`src/hdl/scfd_pkg.sv`:
```
// ----------------------------------------------------------------------------
// scfd_pkg
// Shared types and constants for the SATA command FIS decoder.
// ----------------------------------------------------------------------------
package scfd_pkg;

  // ATA opcodes that select the DMA variant on the general path
  localparam logic [7:0] OP_READ_DMA      = 8'hC8;
  localparam logic [7:0] OP_READ_DMA_EXT  = 8'h25;
  localparam logic [7:0] OP_WRITE_DMA     = 8'hCA;
  localparam logic [7:0] OP_WRITE_DMA_EXT = 8'h35;

  // Zero sector count defaults
  localparam logic [16:0] CNT28_DEFAULT = 17'h00100;
  localparam logic [16:0] CNT48_DEFAULT = 17'h10000;

  // Configuration port
  localparam int unsigned CFG_IDX_W = 3;

  typedef enum logic [CFG_IDX_W-1:0] {
    CFG_SPW_LOW     = 3'd0,
    CFG_SPW_HIGH    = 3'd1,
    CFG_SPR_LOW     = 3'd2,
    CFG_SPR_HIGH    = 3'd3,
    CFG_LAST_LBA    = 3'd4,
    CFG_CHS_HEADS   = 3'd5,
    CFG_CHS_SECTORS = 3'd6
  } scfd_cfg_e;

  localparam logic [4:0] CHS_HEADS_RST   = 5'd16;
  localparam logic [7:0] CHS_SECTORS_RST = 8'd63;

  typedef enum logic [2:0] {
    ACT_ID_NOT_FOUND = 3'd0,
    ACT_DMA_WRITE    = 3'd1,
    ACT_PIO_WRITE    = 3'd2,
    ACT_DMA_READ     = 3'd3,
    ACT_PIO_READ     = 3'd4,
    ACT_SLOW         = 3'd5
  } scfd_action_e;

  // Shared multiply-add unit: res = a * b + c
  localparam int unsigned MAC_A_W   = 24;
  localparam int unsigned MAC_B_W   = 25;
  localparam int unsigned MAC_C_W   = 32;
  localparam int unsigned MAC_RES_W = 50;

  typedef struct packed {
    logic [MAC_A_W-1:0] a;
    logic [MAC_B_W-1:0] b;
    logic [MAC_C_W-1:0] c;
  } scfd_mac_op_t;

  typedef struct packed {
    logic [7:0]  command_code;
    logic [31:0] fis_word1;
    logic [7:0]  fis_word2_low;
    logic [15:0] fis_word3_low;
    logic [31:0] file_id;
    logic        class_lba28;
    logic        class_lba48;
    logic        class_no_count;
    logic        class_host_to_device;
    logic        class_device_to_host;
    logic [5:0]  consumer_front;
    logic        hw_queue_full;
  } scfd_req_t;

  typedef struct packed {
    scfd_action_e action;
    logic         action_deferred;
    logic [31:0]  block_address;
    logic [16:0]  block_count;
    logic [25:0]  transfer_bytes;
    logic         entry_pushed;
    logic [5:0]   entry_slot;
    logic [31:0]  entry_address;
    logic [31:0]  entry_type_word;
    logic [31:0]  entry_file;
    logic [7:0]   pushed_count_low;
  } scfd_rsp_t;

endpackage

```
`src/hdl/sata_command_fis_decoder_core.sv`:
```
// ----------------------------------------------------------------------------
// sata_command_fis_decoder_core
// Host-to-device command decoder: address, count, limit check, action and
// event ring entry for one received command FIS.
// ----------------------------------------------------------------------------
// One command request is taken at a time; in_ready_o is low while it is
// decoded. A command passes through these steps: one to take it, two
// multiply-add steps for a CHS address, three steps for a special opcode
// (reciprocal multiply, back-multiply, correction), one step for the byte
// count and one to load the result register. The multiply-add steps share a
// single multiply-add unit. Loading waits as long as the result register still
// holds an untaken result. The result register holds a finished result until
// it is taken, and the next request may be taken meanwhile. Configuration
// writes are taken every cycle and must only be issued while no request is in
// flight. There is no clearing pass after reset.
module sata_command_fis_decoder_core #(
  parameter int RING_DEPTH   = 64,
  parameter int SECTOR_BYTES = 512
) (
  input  logic                              clk_i,
  input  logic                              rst_ni,
  input  logic                              in_valid_i,
  output logic                              in_ready_o,
  input  scfd_pkg::scfd_req_t               in_req_i,
  output logic                              out_valid_o,
  input  logic                              out_ready_i,
  output scfd_pkg::scfd_rsp_t               out_rsp_o,
  input  logic                              cfg_valid_i,
  output logic                              cfg_ready_o,
  input  logic [scfd_pkg::CFG_IDX_W-1:0]    cfg_index_i,
  input  logic [31:0]                       cfg_data_i
);
  import scfd_pkg::*;

  localparam int unsigned IDX_W  = $clog2(RING_DEPTH);
  localparam int unsigned CMP_W  = 9;
  localparam logic [IDX_W-1:0] IDX_LAST = IDX_W'(RING_DEPTH - 1);
  // offset = word1[23:0] * 512, so offset / SECTOR_BYTES = a * 2^33 / SB / 2^24
  localparam logic [33:0] OFFSET_SPAN = 34'h2_0000_0000;
  localparam logic [MAC_B_W-1:0] RECIP  = MAC_B_W'(OFFSET_SPAN / SECTOR_BYTES);
  localparam logic [MAC_B_W-1:0] SB_B   = MAC_B_W'(SECTOR_BYTES);
  localparam logic [33:0]        SB_REM = 34'(SECTOR_BYTES);

  typedef enum logic [2:0] {
    ST_IDLE,
    ST_CHS_A,
    ST_CHS_B,
    ST_DIV_A,
    ST_DIV_B,
    ST_DIV_C,
    ST_XFER,
    ST_DONE
  } state_e;

  state_e           state_q;
  scfd_req_t        req_q;
  logic             special_q, dma_wr_q, dma_rd_q;
  logic [31:0]      lba_q;
  logic [16:0]      count_q;
  logic [33:0]      mul_q;
  logic [23:0]      quot_q;
  logic [25:0]      xfer_q;
  logic [IDX_W-1:0] ring_idx_q;
  logic [7:0]       push_total_q;
  logic             out_valid_q;
  scfd_rsp_t        out_rsp_q;

  logic [7:0]  spw_low_q, spw_high_q, spr_low_q, spr_high_q;
  logic [31:0] last_lba_q;
  logic [4:0]  chs_heads_q;
  logic [7:0]  chs_sectors_q;

  // ---------------------------------------------------------------- accept
  logic        in_fire;
  logic        sp_wr, sp_rd, special;
  logic [31:0] lba_base;
  logic [16:0] count_base;
  logic        chs_mode;

  assign in_ready_o = (state_q == ST_IDLE);
  assign in_fire    = in_valid_i && in_ready_o;

  always_comb begin
    sp_wr    = (in_req_i.command_code > spw_low_q) && (in_req_i.command_code < spw_high_q);
    sp_rd    = (in_req_i.command_code > spr_low_q) && (in_req_i.command_code < spr_high_q);
    special  = sp_wr || sp_rd;
    chs_mode = in_req_i.class_lba28 && !in_req_i.fis_word1[30];
    lba_base   = '0;
    count_base = '0;
    if (in_req_i.class_lba28) begin
      lba_base   = {4'b0, in_req_i.fis_word1[27:0]};
      count_base = {9'b0, in_req_i.fis_word3_low[7:0]};
      if (count_base == '0 && !in_req_i.class_no_count) begin
        count_base = CNT28_DEFAULT;
      end
    end else if (in_req_i.class_lba48) begin
      lba_base   = {in_req_i.fis_word2_low, in_req_i.fis_word1[23:0]};
      count_base = {1'b0, in_req_i.fis_word3_low};
      if (count_base == '0 && !in_req_i.class_no_count) begin
        count_base = CNT48_DEFAULT;
      end
    end
  end

  // ------------------------------------------------------- shared unit ops
  scfd_mac_op_t           mac_op;
  logic [MAC_RES_W-1:0]   mac_res;

  always_comb begin
    mac_op = '0;
    case (state_q)
      ST_CHS_A: begin
        mac_op.a = MAC_A_W'(req_q.fis_word1[23:8]);
        mac_op.b = MAC_B_W'(chs_heads_q);
        mac_op.c = MAC_C_W'(req_q.fis_word1[27:24]);
      end
      ST_CHS_B: begin
        // sector minus one wraps modulo 2^32 when the sector is zero
        mac_op.a = mul_q[MAC_A_W-1:0];
        mac_op.b = MAC_B_W'(chs_sectors_q);
        mac_op.c = MAC_C_W'(req_q.fis_word1[7:0]) - MAC_C_W'(1);
      end
      ST_DIV_A: begin
        mac_op.a = req_q.fis_word1[23:0];
        mac_op.b = RECIP;
      end
      ST_DIV_B: begin
        mac_op.a = quot_q;
        mac_op.b = SB_B;
      end
      ST_XFER: begin
        mac_op.a = MAC_A_W'(count_q);
        mac_op.b = SB_B;
      end
      default: mac_op = '0;
    endcase
  end

  scfd_mac u_mac (
    .op_i  (mac_op),
    .res_o (mac_res)
  );

  // Remainder of the reciprocal estimate: below twice SECTOR_BYTES
  logic [33:0] div_rem;
  assign div_rem = {1'b0, req_q.fis_word1[23:0], 9'b0} - mul_q;

  // ---------------------------------------------------------------- decide
  logic [32:0]      range_end, range_limit;
  logic             limit_fail, fast, ring_full, push;
  logic [IDX_W-1:0] idx_next;
  logic [CMP_W-1:0] idx_ext;
  scfd_rsp_t        done_rsp;
  logic             out_free;

  always_comb begin
    range_end   = {1'b0, lba_q} + 33'(count_q);
    range_limit = {1'b0, last_lba_q} + 33'd1;
    limit_fail  = !req_q.class_no_count && (range_end > range_limit);
    fast        = req_q.class_host_to_device || req_q.class_device_to_host;
    idx_next    = (ring_idx_q == IDX_LAST) ? '0 : ring_idx_q + 1'b1;
    // a consumer index at or beyond the depth never matches
    ring_full   = (CMP_W'(idx_next) == CMP_W'(req_q.consumer_front));
    push        = !limit_fail && fast && !ring_full;
    idx_ext     = CMP_W'(ring_idx_q);

    done_rsp = '0;
    if (limit_fail) begin
      done_rsp.action = ACT_ID_NOT_FOUND;
    end else if (fast) begin
      if (req_q.class_host_to_device) begin
        done_rsp.action = dma_wr_q ? ACT_DMA_WRITE : ACT_PIO_WRITE;
      end else begin
        done_rsp.action = dma_rd_q ? ACT_DMA_READ : ACT_PIO_READ;
      end
      done_rsp.action_deferred = req_q.hw_queue_full;
      done_rsp.transfer_bytes  = xfer_q;
    end else begin
      done_rsp.action = ACT_SLOW;
    end
    done_rsp.block_address = lba_q;
    done_rsp.block_count   = count_q;
    if (push) begin
      done_rsp.entry_pushed = 1'b1;
      done_rsp.entry_slot   = idx_ext[5:0];
      if (special_q) begin
        done_rsp.entry_address   = {req_q.fis_word1[22:0], 9'b0};
        done_rsp.entry_type_word = {7'b0, req_q.class_host_to_device, 15'b0,
                                    req_q.fis_word1[23], req_q.command_code};
        done_rsp.entry_file      = req_q.file_id;
      end else begin
        done_rsp.entry_address   = lba_q;
        done_rsp.entry_type_word = {31'b0, req_q.class_host_to_device};
      end
    end
    done_rsp.pushed_count_low = push ? push_total_q + 8'd1 : push_total_q;
    out_free = !out_valid_q || out_ready_i;
  end

  // ------------------------------------------------------------- sequencer
  always_ff @(posedge clk_i or negedge rst_ni) begin
    if (!rst_ni) begin
      state_q       <= ST_IDLE;
      req_q         <= '0;
      special_q     <= 1'b0;
      dma_wr_q      <= 1'b0;
      dma_rd_q      <= 1'b0;
      lba_q         <= '0;
      count_q       <= '0;
      mul_q         <= '0;
      quot_q        <= '0;
      xfer_q        <= '0;
      ring_idx_q    <= '0;
      push_total_q  <= '0;
      out_valid_q   <= 1'b0;
      out_rsp_q     <= '0;
      spw_low_q     <= '0;
      spw_high_q    <= '0;
      spr_low_q     <= '0;
      spr_high_q    <= '0;
      last_lba_q    <= '0;
      chs_heads_q   <= CHS_HEADS_RST;
      chs_sectors_q <= CHS_SECTORS_RST;
    end else begin
      if (cfg_valid_i) begin
        case (cfg_index_i)
          CFG_SPW_LOW:     spw_low_q     <= cfg_data_i[7:0];
          CFG_SPW_HIGH:    spw_high_q    <= cfg_data_i[7:0];
          CFG_SPR_LOW:     spr_low_q     <= cfg_data_i[7:0];
          CFG_SPR_HIGH:    spr_high_q    <= cfg_data_i[7:0];
          CFG_LAST_LBA:    last_lba_q    <= cfg_data_i;
          CFG_CHS_HEADS:   chs_heads_q   <= cfg_data_i[4:0];
          CFG_CHS_SECTORS: chs_sectors_q <= cfg_data_i[7:0];
          default: ;
        endcase
      end

      // the done state reloads the result register itself
      if (out_valid_q && out_ready_i && state_q != ST_DONE) begin
        out_valid_q <= 1'b0;
      end

      case (state_q)
        ST_IDLE: begin
          if (in_fire) begin
            req_q     <= in_req_i;
            special_q <= special;
            dma_wr_q  <= sp_wr || in_req_i.command_code == OP_WRITE_DMA
                               || in_req_i.command_code == OP_WRITE_DMA_EXT;
            dma_rd_q  <= sp_rd || in_req_i.command_code == OP_READ_DMA
                               || in_req_i.command_code == OP_READ_DMA_EXT;
            lba_q     <= lba_base;
            count_q   <= count_base;
            // the special address replaces any CHS result, so skip CHS then
            if (special) begin
              state_q <= ST_DIV_A;
            end else if (chs_mode) begin
              state_q <= ST_CHS_A;
            end else begin
              state_q <= ST_XFER;
            end
          end
        end
        ST_CHS_A: begin
          mul_q   <= mac_res[33:0];
          state_q <= ST_CHS_B;
        end
        ST_CHS_B: begin
          lba_q   <= mac_res[31:0];
          state_q <= ST_XFER;
        end
        ST_DIV_A: begin
          quot_q  <= mac_res[47:24];
          state_q <= ST_DIV_B;
        end
        ST_DIV_B: begin
          mul_q   <= mac_res[33:0];
          state_q <= ST_DIV_C;
        end
        ST_DIV_C: begin
          // estimate is low by at most one
          lba_q   <= {8'b0, quot_q} + {31'b0, (div_rem >= SB_REM)};
          state_q <= ST_XFER;
        end
        ST_XFER: begin
          xfer_q  <= mac_res[25:0];
          state_q <= ST_DONE;
        end
        ST_DONE: begin
          // hold until the result register is free
          if (out_free) begin
            out_rsp_q   <= done_rsp;
            out_valid_q <= 1'b1;
            if (push) begin
              ring_idx_q   <= idx_next;
              push_total_q <= push_total_q + 8'd1;
            end
            state_q <= ST_IDLE;
          end
        end
        default: state_q <= ST_IDLE;
      endcase
    end
  end

  assign out_valid_o = out_valid_q;
  assign out_rsp_o   = out_rsp_q;
  assign cfg_ready_o = 1'b1;

endmodule

```
`src/hdl/scfd_mac.sv`:
```
// ----------------------------------------------------------------------------
// scfd_mac
// Shared multiply-add unit of the decoder sequencer: res = a * b + c.
// ----------------------------------------------------------------------------
module scfd_mac (
  input  scfd_pkg::scfd_mac_op_t             op_i,
  output logic [scfd_pkg::MAC_RES_W-1:0]     res_o
);
  import scfd_pkg::*;

  assign res_o = MAC_RES_W'(op_i.a) * MAC_RES_W'(op_i.b) + MAC_RES_W'(op_i.c);

endmodule

```
`config.mk`:
```
export PLATFORM = sky130hd
export DESIGN_NAME = sata_command_fis_decoder_core
export DESIGN_NICKNAME = d
export VERILOG_FILES = /design/src/hdl/scfd_pkg.sv /design/src/hdl/sata_command_fis_decoder_core.sv /design/src/hdl/scfd_mac.sv
export SDC_FILE = /design/constraint.sdc
export NUM_CORES = 2
export LEC_CHECK = 0
export ABC_AREA = 1
export BUFFER_PORTS_ARGS = -buffer_cell sky130_fd_sc_hd__buf_2
export CELL_PAD_IN_SITES_DETAIL_PLACEMENT = 0
export CELL_PAD_IN_SITES_GLOBAL_PLACEMENT = 1
export CORE_MARGIN = 2
export CORE_UTILIZATION = 45
export DETAILED_ROUTE_END_ITERATION = 16
export PLACE_DENSITY = 0.78
export SLEW_MARGIN = 0
export SYNTH_ARGS = -nofsm -noshare
export SYNTH_HDL_FRONTEND = slang
export SYNTH_SLANG_ARGS = --single-unit
```
`constraint.sdc`:
```
create_clock -name clk_i -period 8.6 [get_ports clk_i]
set_input_delay 0.43 -clock clk_i [delete_from_list [all_inputs] [get_ports clk_i]]
set_output_delay 0.43 -clock clk_i [all_outputs]
set_load 0.005 [all_outputs]
```
Word-level counts from Yosys, hierarchy flattened. Index checks and enable logic that the tools add are counted.

Bits in registers: 491. Input bits: 148. Logic and storage cells: 149.

$add $sub $neg: 8. Multiply operators: 1. Magnitude comparators: 6. Equal/unequal tests: 22. Muxes and demuxes: 32. Reductions and logical operators: 43.

Operators with widths (number): 49-bit case mux with 5 select lines (1); 32-bit two-way mux (4); 103-bit two-way mux (1); 32-bit case mux with 3 select lines (1); 64-bit two-way mux (1); 32-bit case mux with 2 select lines (1); 26-bit two-way mux (2); 17-bit two-way mux (3); 48-bit by 32-bit adder with 48-bit output (1); 24-bit by 25-bit multiplier with 48-bit output (1); 34-bit by 10-bit >= comparator with 1-bit output (second input constant) (1); 33-bit by 34-bit subtractor with 34-bit output (1); 32-bit by 1-bit adder with 33-bit output (second input constant) (1); 32-bit by 17-bit adder with 33-bit output (1); 33-bit > comparator (1); 24-bit by 1-bit adder with 25-bit output (1); 3-bit two-way mux (8); 2-bit AND reduction (11); 3-bit equality test (second input constant) (7); 3-bit case mux with 7 select lines (1); 8-bit by 6-bit equality test with 1-bit output (second input constant) (2); 8-bit equality test (second input constant) (2); 8-bit > comparator (2); 16-bit logical NOT (1); other kinds (24) (56).

Longest topological paths before layout.
Depth in word-level cells: 7. Mapped depth: 38. Gate-level depth less buffers: 36.

Cells and area by module. From an unflattened synthesis, not the netlist that was laid out.

Cells, all modules: 6435. Area total of the unflattened synthesis: 48547.8 sq um.

By module, submodules not included: sata_command_fis_decoder_core (times used 1, cells an instance 3247, area an instance 25730.9 sq um, sequential area each 11745.0 sq um); scfd_mac (times used 1, cells an instance 3188, area an instance 22816.9 sq um, sequential area each 0.0 sq um).

Least setup slack after synthesis. OpenSTA, ideal clock, no wires.

Path kind: reg-to-reg. Start: reg state_q[1]. End: reg lba_q[27]. Setup time: 88 ps. Arrival time: 6693 ps. Slack: 1820 ps. Cell stages (with the launch flop): 29. Period minus slack after synthesis: 6780 ps. Cell sequence: dfrtp_1 > nor2_1 > inv_1 > nor2_2 > inv_2 > buf_6 > o22ai_4 > buf_2 > nand2_1 > fa_1 > fa_1 > fa_1 > fa_1 > inv_1 > fa_1 > fa_1 > fa_1 > ha_1 > nand2_1 > nor2_1 > inv_1 > nor3_1 > inv_1 > o21ai_0 > inv_1 > nand2_1 > xor2_1 > nand2_1 > a22oi_1.

Cells in the longest elaborated chain, start to end: 5.

Ends and longest elaborated chain: start, declared (RTL line sata_command_fis_decoder_core.sv:55) `state_e state_q;`; start signal, assigned (RTL line sata_command_fis_decoder_core.sv:203) `state_q <= ST_IDLE;`; start signal, assigned (RTL line sata_command_fis_decoder_core.sv:256) `state_q <= ST_DIV_A;`; start signal, assigned (RTL line sata_command_fis_decoder_core.sv:258) `state_q <= ST_CHS_A;`; 3-bit equality test (tied with other cells) (RTL line sata_command_fis_decoder_core.sv:111) `case (state_q)`; 49-bit case mux with 5 select lines (RTL line sata_command_fis_decoder_core.sv:111); 24-bit by 25-bit multiplier with 48-bit output (RTL line scfd_mac.sv:11) `assign res_o = MAC_RES_W'(op_i.a) * MAC_RES_W'(op_i.b) + MAC_RES_W'(op_i.c);`; 48-bit by 32-bit adder with 48-bit output (RTL line scfd_mac.sv:11); 32-bit case mux with 3 select lines (RTL line sata_command_fis_decoder_core.sv:243) `case (state_q)`; end signal, assigned (RTL line sata_command_fis_decoder_core.sv:252) `lba_q <= lba_base;`; end signal, assigned (RTL line sata_command_fis_decoder_core.sv:269) `lba_q <= mac_res[31:0];`; end signal, assigned (RTL line sata_command_fis_decoder_core.sv:282) `lba_q <= {8'b0, quot_q} + {31'b0, (div_rem >= SB_REM)};`; end, declared (RTL line sata_command_fis_decoder_core.sv:58) `logic [31:0] lba_q;`.

Parallel ways exist; a longest one is shown, timed or not. A chain may end at the register's enable or synchronous reset.

Worst setup path in the final report.
Start: reg state_q[1]. End: reg lba_q[28].

Same word-level chain as after synthesis.

==> flow_summary.ini <==
[setup_path]
critPathKind = flip-flop to flip-flop
worst_path_largest_cell_delay_ps = 960
start_kind = flip-flop
cp.arrival_ps = 8710
end_kind = flip-flop
required_ps = 9130
path_max_fanout = 14
cp_slowest_cell = o221ai_1
crit_top_cell = fa_1

[sta]
setup-violations-final = 0
rsz0062_at_grt = false
skew_ps = 49.13
max-slew-margin-rel = 0.1697
tightestPinTransition_ps = 1245
fmax_mhz = 122.3
min_period_ps = 8174
hold_viol = 0
tns_ps = 0
drv_slew = 0
period_share = 0.9505

[synthesis]
synth_area_um2 = 36050
synth-seq-area-share = 0.3258
synth-seq-cells = 469
synthAdderAreaFrac = 0.2044
dominantRegCellSynth = dfrtp_1
synth_warnings = 0
muxShareOfSynthArea = 0.004060
syn_area_per_cell_um2 = 7.661
yosysUniqueCellTypes = 65
synthCells = 4706
synth_xor_area_frac = 0.02259
synth_top_family_by_area = simple AND/OR/NAND/NOR gates
synth-simple-area-share = 0.2309
synth_edf_count = 0
ys_async_sr_fraction = 1.000
synth-compound-area-share = 0.1149

[floorplanning]
io_pins = 341
row_count = 103
die_y_um = 287.1
core_area_um2 = 79130
initial_core_util = 0.4556
dieArea_um2 = 82400
die_width_um = 287.1

[cts]
clock_latency_ps = 630
cts_sinks = 469
path_clk_slew_ps = 60
cts-root-to-sink-buffers = 3
hold_buffers = 24
cts_tree = built
post-cts-setup-buffer-count = 0
cts_resized = 0
cts_buffers = 54
cts_max_level = 2
clockRootBuffer = clkbuf_16

[placement]
gp_congestion = 1.029
hpwl_um = 112600
portBuffers = 314
dp_cells = 6045

[routing]
drtIter0Drc = 3104
dr.pass1.iters = 5
vias_per_cell = 5.421
num_vias = 33440
routed_wl_um = 138300
ant_nets = 0
post_drt_wl_per_cell_um = 22.43
drc = 0

[finish]
final_cell_mix = nand2_1 (1245), inv_1 (712), dfrtp_1 (461), nor2_1 (414), o21ai_0 (402)
layout_commonest_cell = nand2_1
nets = 5698
area_growth_pct = 14.15
drive_above_1_share = 0.1161
final_cells = 6169

[global_route]
grt_max_degree = 138
antenna_found_initial = 8
overflow = 0
grt_pass1_vias = 32200
grt_util_all_layers = 0.3331
grt_pass1_wl_um = 205100

[power_and_ir_drop]
ir_worst_vdd_uv = 172.0
powerDensity_nw_per_um2 = 338.5
leakagePower_nw = 21.79

[run]
cap_violations = 0

[status]
status = completed

[min_path]
worstHoldPathType = input port to flip-flop
per-layer routing:
| layer | wire length, um | vias up | GRT usage |
|---|---|---|---|
| met4 | 4983 | 4 | 0.1049 |
| met5 | 29 | - | 0 |
| met2 | 60030 | 1265 | 0.5092 |
| li1 | - | 15730 | - |
| met1 | 62380 | 16230 | 0.4825 |
| met3 | 10920 | 216 | 0.05444 |
registers in the layout, summed over array words and instances (netlist names), 17 cells and up:
name	count
out_rsp_o	168
req_q	78
xfer_q	26
last_lba_q	32
lba_q	32
count_q	17
quot_q	24
mul_q	34
cells by family (layout without fill, tap and decap cells):
group | after synthesis | in the layout
AO/OA/AOI/OAI | 743 | 743
XOR/XNOR | 93 | 93
adder cells (fa/ha/maj) | 475 | 475
buffers and inverters | 886 | 1277
flip-flops | 469 | 469
multiplexers | 13 | 13
other | 2 | 24
AND/OR/NAND/NOR | 2025 | 2025
cells in the mapped netlist (5+ instances only):
cell type | number | area share
o21bai_1 | 7 | 0.0015
o21a_1 | 5 | 0.0010
inv_1 | 713 | 0.074
xor2_1 | 65 | 0.016
buf_1 | 9 | 0.00094
nor2_1 | 414 | 0.043
a21boi_0 | 5 | 0.0010
fa_1 | 190 | 0.11
nand2_1 | 1247 | 0.13
inv_2 | 16 | 0.0017
a221oi_1 | 6 | 0.0015
buf_2 | 43 | 0.0060
o21ai_1 | 11 | 0.0015
mux2_2 | 13 | 0.0041
clkbuf_1 | 72 | 0.0075
nor2_2 | 10 | 0.0017
or2_2 | 7 | 0.0012
nor3_2 | 6 | 0.0017
nor4_1 | 15 | 0.0026
nand3b_1 | 11 | 0.0023
buf_4 | 25 | 0.0052
xnor2_1 | 28 | 0.0068
a21o_1 | 16 | 0.0033
a22oi_1 | 8 | 0.0017
nor3_1 | 41 | 0.0057
o211ai_1 | 13 | 0.0027
dfrtp_1 | 462 | 0.32
o21ai_0 | 402 | 0.056
nand3_1 | 198 | 0.027
o221ai_1 | 6 | 0.0015
nand4_1 | 56 | 0.0097
a31oi_1 | 17 | 0.0029
a21oi_1 | 182 | 0.025
o22ai_1 | 34 | 0.0059
o32ai_1 | 7 | 0.0017
ha_1 | 285 | 0.099
dfstp_2 | 7 | 0.0051
cell type report:
cell class / count / area [um^2]
inverters: 733 / 2760
clock buffers: 80 / 1550
repair buffers: 445 / 2638
flip-flops and latches: 469 / 11750
well taps: 1050 / 1314
diodes: 1 / 2.502
clock inverters: 19 / 245.2
multi-input cells: 3372 / 20900
fillers: 8031 / 37970
metrics by stage:
step                      power (mW)  utilization  hold slack, ps  setup WS [ps]  area, um^2
after floorplan                8.233            -           134.4           1820       36130
after global placement         11.38       0.4944           450.6          627.4       39120
after detailed placement       11.45       0.4944           453.5          542.1       39120
after CTS                      13.86       0.5201          0.4466          544.8       41150
after global routing           14.95       0.5201           23.17          30.53       41160
final                          13.93       0.5201           14.83          425.9       41160
critical path: cells and delay by family, from the launching register on:
kind	cells	cell delay, ps
fa+ha+maj	8	3470
flops	1	460
compound gates	5	1940
buf+inv	8	990
simple gates	7	1220
path summary, 6_finish.rpt:
path / startpoint / to / slack (ps) / cells after the start
min: in_req_i[39] / req_q[39] / 10 / 3
max in group asynchronous: rst_ni / chs_sectors_q[6] / 6020 / 4
max: state_q[1] / lba_q[28] / 430 / 28
max reg2reg: state_q[1] / lba_q[28] / 430 / 28
min in group asynchronous: rst_ni / req_q[35] / 400 / 2
min reg2reg: out_rsp_o[161] / out_rsp_o[161] / 470 / 2
report_power, final:
| group | total, mW | switching (mW) | internal, mW |
|---|---|---|---|
| Combinational | 7.63 | 5.17 | 2.45 |
| Sequential | 3.94 | 0.874 | 3.07 |
| Clock | 2.36 | 0.989 | 1.37 |
| Total | 13.9 | 7.03 | 6.90 |
(Power assumes the default switching activity.)
